[src/rtl/iee_pkg.sv]
`default_nettype none
// ----------------------------------------------------------------------------
// iee_pkg
// Shared types and codes for the infix expression evaluator.
// ----------------------------------------------------------------------------
package iee_pkg;

    localparam logic [1:0] OP_ADD = 2'd0;
    localparam logic [1:0] OP_SUB = 2'd1;
    localparam logic [1:0] OP_MUL = 2'd2;
    localparam logic [1:0] OP_DIV = 2'd3;

    localparam logic [1:0] ST_OK     = 2'd0;
    localparam logic [1:0] ST_DIV0   = 2'd1;
    localparam logic [1:0] ST_FORMAT = 2'd2;

    localparam logic [7:0] CH_ZERO = 8'h30;
    localparam logic [7:0] CH_NINE = 8'h39;
    localparam logic [7:0] CH_ADD  = 8'h2B;
    localparam logic [7:0] CH_SUB  = 8'h2D;
    localparam logic [7:0] CH_MUL  = 8'h2A;
    localparam logic [7:0] CH_DIV  = 8'h2F;

    // controller -> datapath
    typedef struct packed {
        logic       clear;
        logic       accum_digit;
        logic [3:0] digit;
        logic       push_accum;
        logic       push_op;
        logic [1:0] op;
        logic       reduce_start;
        logic       set_err;
        logic [1:0] err;
    } iee_cmd_t;

    // datapath -> controller
    typedef struct packed {
        logic       digit_seen;
        logic [1:0] operand_count;
        logic [1:0] operator_count;
        logic [1:0] top_op;
        logic [1:0] error_code;
        logic       busy;
    } iee_stat_t;

endpackage
`default_nettype wire

[src/rtl/iee_datapath.sv]
`default_nettype none
// ----------------------------------------------------------------------------
// iee_datapath
// Operand/operator stacks, digit accumulator, and reduction unit with a
// one-bit-per-cycle restoring divider.
// ----------------------------------------------------------------------------
module iee_datapath import iee_pkg::*; #(
    parameter int VALUE_WIDTH = 32
) (
    input  wire               aclk,
    input  wire               aresetn,
    input  iee_cmd_t          cmd,
    output iee_stat_t         stat,
    output logic [VALUE_WIDTH-1:0] bottom
);
    localparam int CW = $clog2(VALUE_WIDTH + 1);
    typedef logic [VALUE_WIDTH-1:0] val_t;

    val_t       accum_reg, accum_next;
    logic       seen_reg, seen_next;
    val_t       opnd_reg [3];
    val_t       opnd_next [3];
    logic [1:0] ocnt_reg, ocnt_next;
    logic [1:0] oper_reg [2];
    logic [1:0] oper_next [2];
    logic [1:0] pcnt_reg, pcnt_next;
    logic [1:0] err_reg, err_next;
    // divider
    logic       div_reg, div_next;
    logic [CW-1:0] step_reg, step_next;
    val_t       quo_reg, quo_next, rem_reg, rem_next, dvs_reg, dvs_next;
    logic       neg_reg, neg_next;

    val_t a, b, res, ma, mb;
    logic [1:0] op;
    logic [VALUE_WIDTH:0] trial;
    logic push_res;
    logic [3:0] d4;

    always_comb begin
        b  = opnd_reg[ocnt_reg - 2'd1];
        a  = opnd_reg[ocnt_reg - 2'd2];
        op = oper_reg[pcnt_reg[1]];
        ma = a[VALUE_WIDTH-1] ? -a : a;
        mb = b[VALUE_WIDTH-1] ? -b : b;
        trial = {rem_reg, quo_reg[VALUE_WIDTH-1]} - {1'b0, dvs_reg};
    end

    always_comb begin
        accum_next = accum_reg;
        seen_next  = seen_reg;
        opnd_next  = opnd_reg;
        ocnt_next  = ocnt_reg;
        oper_next  = oper_reg;
        pcnt_next  = pcnt_reg;
        err_next   = err_reg;
        div_next   = div_reg;
        step_next  = step_reg;
        quo_next   = quo_reg;
        rem_next   = rem_reg;
        dvs_next   = dvs_reg;
        neg_next   = neg_reg;
        push_res   = 1'b0;
        res        = '0;
        d4         = cmd.digit;
        if (cmd.accum_digit) begin
            accum_next = VALUE_WIDTH'(accum_reg * VALUE_WIDTH'(10)) + VALUE_WIDTH'(d4);
            seen_next  = 1'b1;
        end
        if (cmd.push_accum) begin
            if (ocnt_reg < 2'd3) begin
                opnd_next[ocnt_reg] = accum_reg;
                ocnt_next = ocnt_reg + 2'd1;
            end
            accum_next = '0;
            seen_next  = 1'b0;
        end
        if (cmd.push_op) begin
            oper_next[pcnt_reg[0]] = cmd.op;
            pcnt_next = pcnt_reg + 2'd1;
        end
        if (cmd.set_err && err_reg == ST_OK) err_next = cmd.err;
        if (cmd.reduce_start) begin
            if (pcnt_reg == 2'd0 || ocnt_reg < 2'd2) begin
                if (err_reg == ST_OK) err_next = ST_FORMAT;
            end else begin
                case (op)
                    OP_ADD: begin res = a + b; push_res = 1'b1; end
                    OP_SUB: begin res = a - b; push_res = 1'b1; end
                    OP_MUL: begin res = VALUE_WIDTH'(a * b); push_res = 1'b1; end
                    default: begin
                        if (b == '0) begin
                            if (err_reg == ST_OK) err_next = ST_DIV0;
                            push_res = 1'b1;
                        end else begin
                            div_next  = 1'b1;
                            step_next = '0;
                            quo_next  = ma;
                            rem_next  = '0;
                            dvs_next  = mb;
                            neg_next  = a[VALUE_WIDTH-1] ^ b[VALUE_WIDTH-1];
                        end
                    end
                endcase
            end
        end
        if (div_reg) begin
            if (!trial[VALUE_WIDTH]) begin
                rem_next = trial[VALUE_WIDTH-1:0];
                quo_next = {quo_reg[VALUE_WIDTH-2:0], 1'b1};
            end else begin
                rem_next = {rem_reg[VALUE_WIDTH-2:0], quo_reg[VALUE_WIDTH-1]};
                quo_next = {quo_reg[VALUE_WIDTH-2:0], 1'b0};
            end
            step_next = step_reg + CW'(1);
            if (step_reg == CW'(VALUE_WIDTH)) begin
                div_next = 1'b0;
                push_res = 1'b1;
                res = neg_reg ? -quo_reg : quo_reg;
                rem_next = rem_reg;
                quo_next = quo_reg;
            end
        end
        if (push_res) begin
            opnd_next[ocnt_reg - 2'd2] = res;
            ocnt_next = ocnt_reg - 2'd1;
            pcnt_next = pcnt_reg - 2'd1;
        end
        if (cmd.clear) begin
            accum_next = '0;
            seen_next  = 1'b0;
            ocnt_next  = '0;
            pcnt_next  = '0;
            err_next   = ST_OK;
            div_next   = 1'b0;
        end
    end

    always_ff @(posedge aclk) begin
        opnd_reg <= opnd_next;
        oper_reg <= oper_next;
        step_reg <= step_next;
        quo_reg  <= quo_next;
        rem_reg  <= rem_next;
        dvs_reg  <= dvs_next;
        neg_reg  <= neg_next;
        if (!aresetn) begin
            accum_reg <= '0;
            seen_reg  <= 1'b0;
            ocnt_reg  <= '0;
            pcnt_reg  <= '0;
            err_reg   <= ST_OK;
            div_reg   <= 1'b0;
        end else begin
            accum_reg <= accum_next;
            seen_reg  <= seen_next;
            ocnt_reg  <= ocnt_next;
            pcnt_reg  <= pcnt_next;
            err_reg   <= err_next;
            div_reg   <= div_next;
        end
    end

    assign stat.digit_seen     = seen_reg;
    assign stat.operand_count  = ocnt_reg;
    assign stat.operator_count = pcnt_reg;
    assign stat.top_op         = oper_reg[pcnt_reg[1] ? 1'b1 : 1'b0];
    assign stat.error_code     = err_reg;
    assign stat.busy           = div_reg;
    assign bottom              = opnd_reg[0];
endmodule
`default_nettype wire

[src/rtl/iee_controller.sv]
`default_nettype none
// ----------------------------------------------------------------------------
// iee_controller
// Sequencer: decodes characters, drives reductions, emits the result.
// ----------------------------------------------------------------------------
module iee_controller import iee_pkg::*; (
    input  wire        aclk,
    input  wire        aresetn,
    input  wire        in_valid,
    output logic       in_ready,
    input  wire  [7:0] in_char,
    input  wire        in_last,
    input  iee_stat_t  stat,
    output iee_cmd_t   cmd,
    output logic       out_load
);
    typedef enum logic [2:0] {
        S_IDLE, S_ONE_ISSUE, S_ALL_ISSUE, S_WAIT, S_PUSH, S_FIN_CHECK, S_DONE
    } state_t;

    state_t     state_reg, state_next;
    logic       all_reg, all_next;
    logic       fin_reg, fin_next;
    logic       tail_reg, tail_next;
    logic [1:0] op_reg, op_next;

    logic is_digit, is_op;
    logic [1:0] dec_op;

    always_comb begin
        is_digit = in_char >= CH_ZERO && in_char <= CH_NINE;
        is_op    = 1'b1;
        dec_op   = OP_ADD;
        case (in_char)
            CH_ADD:  dec_op = OP_ADD;
            CH_SUB:  dec_op = OP_SUB;
            CH_MUL:  dec_op = OP_MUL;
            CH_DIV:  dec_op = OP_DIV;
            default: is_op = 1'b0;
        endcase
    end

    assign in_ready = state_reg == S_IDLE;

    always_comb begin
        state_next = state_reg;
        all_next   = all_reg;
        fin_next   = fin_reg;
        tail_next  = tail_reg;
        op_next    = op_reg;
        cmd        = '0;
        out_load   = 1'b0;
        case (state_reg)
            S_IDLE: begin
                if (in_valid) begin
                    fin_next = in_last;
                    if (stat.error_code != ST_OK) begin
                        if (in_last) state_next = S_DONE;
                    end else if (is_digit) begin
                        cmd.accum_digit = 1'b1;
                        cmd.digit = in_char[3:0];
                        if (in_last) begin
                            state_next = S_FIN_CHECK;
                        end
                    end else if (is_op) begin
                        if (!stat.digit_seen) begin
                            cmd.set_err = 1'b1;
                            cmd.err = ST_FORMAT;
                            if (in_last) state_next = S_DONE;
                        end else begin
                            cmd.push_accum = 1'b1;
                            op_next = dec_op;
                            all_next = !dec_op[1];
                            tail_next = 1'b0;
                            state_next = dec_op[1] ? S_ONE_ISSUE : S_ALL_ISSUE;
                        end
                    end else begin
                        cmd.set_err = 1'b1;
                        cmd.err = ST_FORMAT;
                        if (in_last) state_next = S_DONE;
                    end
                end
            end
            S_FIN_CHECK: begin
                cmd.push_accum = 1'b1;
                all_next = 1'b1;
                tail_next = 1'b1;
                op_next  = OP_ADD;
                state_next = S_ALL_ISSUE;
            end
            S_ONE_ISSUE: begin
                if (stat.operator_count != 2'd0 && stat.top_op[1]) begin
                    cmd.reduce_start = 1'b1;
                    state_next = S_WAIT;
                end else begin
                    state_next = S_PUSH;
                end
            end
            S_ALL_ISSUE: begin
                if (stat.operator_count != 2'd0 && stat.error_code == ST_OK) begin
                    cmd.reduce_start = 1'b1;
                    state_next = S_WAIT;
                end else begin
                    state_next = S_PUSH;
                end
            end
            S_WAIT: begin
                if (!stat.busy) state_next = all_reg ? S_ALL_ISSUE : S_PUSH;
            end
            S_PUSH: begin
                if (tail_reg) begin
                    if (stat.error_code == ST_OK && stat.operand_count != 2'd1) begin
                        cmd.set_err = 1'b1;
                        cmd.err = ST_FORMAT;
                    end
                    state_next = S_DONE;
                end else begin
                    if (stat.error_code == ST_OK) begin
                        if (stat.operator_count < 2'd2) begin
                            cmd.push_op = 1'b1;
                            cmd.op = op_reg;
                        end else begin
                            cmd.set_err = 1'b1;
                            cmd.err = ST_FORMAT;
                        end
                    end
                    if (fin_reg) begin
                        cmd.set_err = 1'b1;
                        cmd.err = ST_FORMAT;
                        state_next = S_DONE;
                    end else begin
                        state_next = S_IDLE;
                    end
                end
            end
            S_DONE: begin
                out_load  = 1'b1;
                cmd.clear = 1'b1;
                state_next = S_IDLE;
            end
            default: state_next = S_IDLE;
        endcase
    end

    always_ff @(posedge aclk) begin
        if (!aresetn) begin
            state_reg <= S_IDLE;
            all_reg   <= 1'b0;
            fin_reg   <= 1'b0;
            tail_reg  <= 1'b0;
            op_reg    <= OP_ADD;
        end else begin
            state_reg <= state_next;
            all_reg   <= all_next;
            fin_reg   <= fin_next;
            tail_reg  <= tail_next;
            op_reg    <= op_next;
        end
    end
endmodule
`default_nettype wire

[src/rtl/infix_expression_evaluator_unit.sv]
`default_nettype none
// ----------------------------------------------------------------------------
// infix_expression_evaluator_unit
// Streaming infix evaluator: one ASCII character per transaction, result on
// the character flagged tlast.
// ----------------------------------------------------------------------------
// Digit: accumulated on acceptance. Operator: * or / first reduces one pending * or /,
// + or - reduces every pending operator, then the operator is pushed; a division runs
// the divider. Final character: the pending reductions run, then S_DONE loads m_tvalid.
// The output register holds a result while the next expression streams in.
// Synchronous active-low reset clears the control state and the stack counts.
module infix_expression_evaluator_unit import iee_pkg::*; #(
    parameter int VALUE_WIDTH = 32
) (
    input  wire         aclk,
    input  wire         aresetn,
    input  wire         s_tvalid,
    output logic        s_tready,
    input  wire  [7:0]  s_tdata,   // [7:0] char_in
    input  wire         s_tlast,
    output logic        m_tvalid,
    input  wire         m_tready,
    output logic [39:0] m_tdata    // [31:0] value, [33:32] status
);
    iee_cmd_t  cmd;
    iee_stat_t stat;
    logic [VALUE_WIDTH-1:0] bottom;
    logic out_load, ctl_ready;
    logic        mv_reg;
    logic [31:0] val_reg;
    logic [1:0]  st_reg;
    logic [31:0] bot32;

    iee_controller u_ctl (
        .aclk(aclk), .aresetn(aresetn), .in_valid(s_tvalid && s_tready),
        .in_ready(ctl_ready), .in_char(s_tdata), .in_last(s_tlast), .stat(stat),
        .cmd(cmd), .out_load(out_load)
    );

    iee_datapath #(.VALUE_WIDTH(VALUE_WIDTH)) u_dp (
        .aclk(aclk), .aresetn(aresetn), .cmd(cmd), .stat(stat), .bottom(bottom)
    );

    // a finished result waits for the output register to drain
    assign s_tready = ctl_ready && !(s_tlast && mv_reg && !m_tready);

    always_comb begin
        bot32 = '0;
        for (int i = 0; i < 32; i++) begin
            if (i < VALUE_WIDTH) bot32[i] = bottom[i];
        end
    end

    always_ff @(posedge aclk) begin
        if (out_load) begin
            val_reg <= (stat.error_code == ST_OK) ? bot32 : 32'd0;
            st_reg  <= stat.error_code;
        end
        if (!aresetn) begin
            mv_reg <= 1'b0;
        end else if (out_load) begin
            mv_reg <= 1'b1;
        end else if (m_tready) begin
            mv_reg <= 1'b0;
        end
    end

    assign m_tvalid = mv_reg;
    assign m_tdata  = {6'd0, st_reg, val_reg};

    a_status_range: assert property (@(posedge aclk) disable iff (!aresetn)
        m_tvalid |-> m_tdata[33:32] != 2'd3) else $error("bad status");
    a_err_zero: assert property (@(posedge aclk) disable iff (!aresetn)
        m_tvalid && m_tdata[33:32] != ST_OK |-> m_tdata[31:0] == 32'd0)
        else $error("nonzero value on error");
    a_no_accept_busy: assert property (@(posedge aclk) disable iff (!aresetn)
        stat.busy |-> !s_tready) else $error("accept during divide");
endmodule
`default_nettype wire
[config.mk]
export PLATFORM = sky130hd
export DESIGN_NAME = infix_expression_evaluator_unit
export DESIGN_NICKNAME = d
export VERILOG_FILES = /design/src/rtl/iee_pkg.sv /design/src/rtl/iee_datapath.sv /design/src/rtl/iee_controller.sv /design/src/rtl/infix_expression_evaluator_unit.sv
export SDC_FILE = /design/constraint.sdc
export NUM_CORES = 2
export LEC_CHECK = 0
export ABC_AREA = 1
export BUFFER_PORTS_ARGS = -buffer_cell sky130_fd_sc_hd__buf_2
export CAP_MARGIN = 20
export CORE_ASPECT_RATIO = 1.1
export CORE_MARGIN = 2
export CORE_UTILIZATION = 50
export DETAILED_ROUTE_END_ITERATION = 8
export PLACE_DENSITY = 0.63
export SETUP_SLACK_MARGIN = 0.4
export SLEW_MARGIN = 40
export SYNTH_ARGS = -nofsm -noshare
export SYNTH_HDL_FRONTEND = slang
export SYNTH_SLANG_ARGS = --single-unit
[constraint.sdc]
create_clock -name aclk -period 10.1 [get_ports aclk]
set_input_delay 2.02 -clock aclk [delete_from_list [all_inputs] [get_ports aclk]]
set_output_delay 2.02 -clock aclk [all_outputs]
set_load 0.01 [all_outputs]
# == After elaboration in Yosys (flattened, before gate mapping) ==
# Index checks and enable logic that the tools add are counted.
# classes
addsub,13
mul,2
n_lt_le_gt_ge,14
eq_ne,25
n_mux,140
bitwise,11
reduce_logical,40
# op_table
op,count
32-bit 2-to-1 mux,25
96-bit 2-to-1 mux,3
96-bit bitwise mux,2
32-bit binary-select mux with 2-bit select,2
32-bit demux with 2-bit select,2
32-bit negator,3
32-bit one-hot mux with 3 select lines,1
3-bit 2-to-1 mux,27
2-bit 2-to-1 mux,25
6-bit 2-to-1 mux,7
1-bit 2-to-1 mux,33
33-bit by 32-bit subtractor with 33-bit output,1
32-bit adder,1
32-bit by 4-bit adder with 32-bit output,1
"8-bit by 6-bit == test with 1-bit output, second input constant",4
32-bit zero test,1
"32-bit by 3-bit multiplier with 31-bit output, second input constant",1
32-bit by 32-bit multiplier with 32-bit output,1
32-bit subtractor,1
31-bit 2-to-1 mux,1
3-bit one-hot mux with 6 select lines,1
2-bit nonzero test,8
"2-bit by 1-bit != test with 1-bit output, second input constant",7
1-bit logical AND,12
other kinds (42),75
# word_totals
ff_bits,286
input_bits,13
out_inout_bits,42
elab_cells,270

# == Longest topological paths before layout ==
# logic_depth
word_depth,15
ltp_mapped,46
mapped_depth_nobuf,40

# == Modules after synthesis ==
# From an unflattened synthesis, not the netlist that was laid out.
# unflattened
hier_cells,5707
area_unflattened_um2,39990.9
# by_module_without_submodules
module,instances,cells_per_inst,area_per_inst_um2,seq_area_each_um2
iee_datapath,1,5455,37771.2,5935.7
infix_expression_evaluator_unit,1,120,1442.6,1041.0
iee_controller,1,132,777.0,160.2

# == Worst setup path after synthesis ==
# No wires, ideal clock.
# synth_path
path_kind,reg-to-reg
from,reg u_dp.ocnt_reg[0]
to,reg u_dp.opnd_reg[62] (netlist bit)
arrival_time_ns,8.422
required_ns,10.040
path_slack_ns,1.618
stages_incl_launch_ff,44
path_cell_list,dfxtp_1 > buf_6 > inv_8 > buf_6 > buf_2 > ha_1 > buf_2 > nor2_8 > inv_4 > o21ai_0 > clkbuf_1 > clkbuf_1 > nand2_1 > inv_1 > fa_1 > fa_1 > fa_1 > inv_1 > [... 8 more ...] > ha_1 > a21oi_1 > o21ai_0 > a21oi_1 > nand3_1 > nand2_1 > nand2_1 > a21boi_0 > nor2_1 > o21ai_0 > nand2_1 > a21oi_1 > o21ai_0 > o21ai_0 > nand2_1 > nand2_1 > nand2_1 > nand2_1
# synth_rtl
element,line_no,rtl
"start, declared",iee_datapath.sv:23,"logic [1:0] ocnt_reg, ocnt_next;"
"start signal, assigned",iee_datapath.sv:157,ocnt_reg <= ocnt_next;
"end signal, assigned",iee_datapath.sv:140,opnd_reg <= opnd_next;
"end, declared",iee_datapath.sv:21,val_t opnd_reg [3];

==> flow_summary.toml <==
[drt]
drt_iter0_drc = 2980
vias = 35405
viasPerCell = 5.45
drt-pass1-iter-count = 8
avgRoutedWirePerCell_um = 19.7
drc = 0
ant_nets = 0
routed_wl_mm = 128

[timing]
fin_crit_ns = 9.11
relSlewSlack_pct = 41.1
finalCritPeriodShare_pct = 90.2
rsz0062_at_grt = "false"
setup_tns_ns = 0
drv_slew = 0
fmax_ghz = 0.110
finalSetupViolations = 0
worstMarginPinSlew_ns = 0.880
hold_viol = 0
fin_skew_ns = 0.0437

[setup_path]
reg2reg_depth = 29
reg2reg_from = "u_dp.ocnt_reg[0]"
rrSetupSlack_ns = 0.99
worstPathRequired_ns = 10.51
critPathMaxStageDelay_ns = 0.65
critPathKind = "reg -> reg"
slowest_stage = "o21ai_4"
critPathArrivalTime_ns = 9.52
crit_fanout = 64
critPathCaptureType = "flip-flop"
rr_endpoint = "u_dp.opnd_reg[19]"
start_kind = "flip-flop"
path_common_cell = "fa_1"

[hold_path]
hold_depth = 2
whs_endpoint = "u_dp.seen_reg"
min_from = "u_dp.seen_reg"
hp-class = "reg -> reg"

[final_layout]
stdcell_area_mm2 = 0.0416
drive_above_1_share_pct = 6.23
layout.nets = 6113
area_growth_pct = 6.96
n_antenna_cell = 0
fillers = 7639
largest_reg_flops = 64

[floorplanning]
start_util_pct = 50.3
coreArea_mm2 = 0.0772
rows = 107
io-pin-count = 55
die_area_mm2 = 0.0799
die_w_um = 270
die_h_um = 296

[cts]
clk_path_buf_depth = 3
cts_sinks = 286
post_cts_buffers = 0
numCtsBuffers = 35
cts_root_buffer = "clkbuf_16"
clkSlewWorstSetupHoldPaths_ns = 0.06
cts_tree = "done"
insertion_delay_ns = 0.58
htreeDepth = 2

[logic_synthesis]
synth_cell_type_count = 68
synth-edff-count = 141
synthCells = 5478
yosysWarnings = 0
syn_area_mm2 = 0.0388
yosysSeqAreaShare_pct = 18.4
async_flop_share_pct = 0
yosys.area.top_type = "fa_1"
synth_seq_cells = 286
synth_area_leaders = "fa_1 21%, nand2_1 14%, edfxtp_1 11%, inv_1 11%, ha_1 8.2%"
yosys.area.top_type_share_pct = 21.2
synth_flop_cell = "dfxtp_1"
syn_avg_cell_area_um2 = 7.09

[global_routing]
grt_max_degree = 73
grt_pass1_vias = 34890
track_usage_pct = 32.3
grt_pass1_wl_mm = 199
grt_overflow = 0
grt_antenna_before_repair = 2

[pwr]
leakagePower_uw = 0.0221
irDropWorstVdd_uv = 156
power_density_mw_per_mm2 = 96.1

[flow_run]
maxCapViolCount = 0

[placed_design]
dp_hpwl_mm = 101
placed_cell_area_mm2 = 0.0404
io_buffers = 48
place_congestion = 0.983

[status]
outcome = "complete, no violations"
==> metrics by stage <==
| stage | cells | util [%] | hold slack, ns | total power, uW | setup slack, ns |
|---|---|---|---|---|---|
| 2_1_floorplan | 5483 | - | 0.431 | 2280 | 1.62 |
| 3_3_place_gp | 6431 | 52.1 | 0.447 | 2690 | 0.843 |
| 3_5_place_dp | 6432 | 52.3 | 0.454 | 2700 | 0.933 |
| 4_1_cts | 6495 | 53.8 | 0.462 | 3990 | 0.875 |
| 5_1_grt | 6495 | 53.8 | 0.476 | 4210 | 0.457 |
| 6_report | 6495 | 53.8 | 0.459 | 3990 | 0.990 |
==> routing by layer <==
| metal | vias up | GRT usage (%) | share of wire [%] |
|---|---|---|---|
| li1 | 16923 | - | - |
| met1 | 16892 | 41.8 | 41 |
| met2 | 1338 | 54.7 | 47 |
| met3 | 252 | 3.78 | 7.2 |
| met4 | 0 | 14.5 | 5.0 |
| met5 | - | 0 | 0 |
==> cell usage in the layout, fill, tap and decap left out, drive strengths merged, types with 14 or more instances in the layout <==
cell type and instances:
a211oi 16, dfxtp 145, fa 412, clkinv 14, o211ai 60, o21ai 378
clkbuf 49, nand4 33, ha 254, nand3 213, a31oi 26, nand2 1426
buf 152, edfxtp 141, nor2 395, a21oi 294, nand3b 16, or2 26
nor3 46, inv 1111, xnor2 58, nor4 23, xor2 83
==> power by group <==
group          internal [uW]  switching, uW  total, uW
logic                    442            923       1370
clock network            729            558       1290
registers               1300           35.9       1340
==> area by class of cell <==
cell class	instances	area, um^2	share of cell area [%]
timing repair buffer	152	1090	2.61
tap	1035	1290	3.12
clock inverter	14	141	0.340
inverter	1114	4190	10.1
multi-input combinational	3845	26700	64.2
clock buffer	49	1000	2.41
sequential	286	7140	17.2
==> Yosys cell counts (all sizes together) (3+ instances only) <==
master,number
a221oi,5
o21a,11
inv,1109
nor3,46
a21o,11
o21ai,378
dfxtp,145
a22oi,7
a31oi,26
a32oi,3
a21boi,3
fa,412
o22ai,5
xnor2,58
edfxtp,141
nand2,1426
a211oi,16
o21bai,8
a21oi,294
nor4,23
xor2,83
buf,86
nand3,213
nor2,395
or2,26
clkinv,5
a31o,4
o211ai,60
nand4,33
nand3b,16
clkbuf,152
o31ai,7
ha,254
==> logic make-up (layout without fill, tap and decap cells) <==
group                      Yosys count  after routing  synth area share (%)
other                                1              6               0.00965
DFF                                286            286                  18.4
adders and majority gates          666            666                  29.4
AOI/OAI and AO/OA                  846            846                  12.2
buffers and inverters             1352           1329                  13.5
and+or+nand+nor                   2183           2183                  23.2
xor gates and xnor gates           141            141                  3.18
muxes                                3              3                0.0837
==> critical path: cells and delay by family, from the launching register on <==
kind	cells	cell delay, ns
buffers and inverters	6	1.04
and+or+nand+nor	4	0.67
adders and majority gates	10	4.34
AOI/OAI and AO/OA	9	2.50
DFF	1	0.35
==> timing repair <==
item	4_1_cts	5_1_grt
resized for setup	0	3
hold buffers	0	0
setup endpoints to repair	0	6
==> how the worst max path moves through the flow <==
stage / startpoint / to / depth (start not counted)
2_1_floorplan: u_dp.ocnt_reg[0] / u_dp.opnd_reg[62] / 43
3_3_place_gp: u_dp.ocnt_reg[0] / u_dp.bottom[30] / 31
3_5_place_dp: u_dp.ocnt_reg[0] / u_dp.opnd_reg[62] / 34
4_1_cts: u_dp.ocnt_reg[0] / u_dp.opnd_reg[62] / 34
5_1_grt: u_dp.ocnt_reg[1] / u_dp.bottom[29] / 32
6_report: u_dp.ocnt_reg[0] / u_dp.opnd_reg[19] / 29
Note: power is estimated with default switching activity, not from simulation.
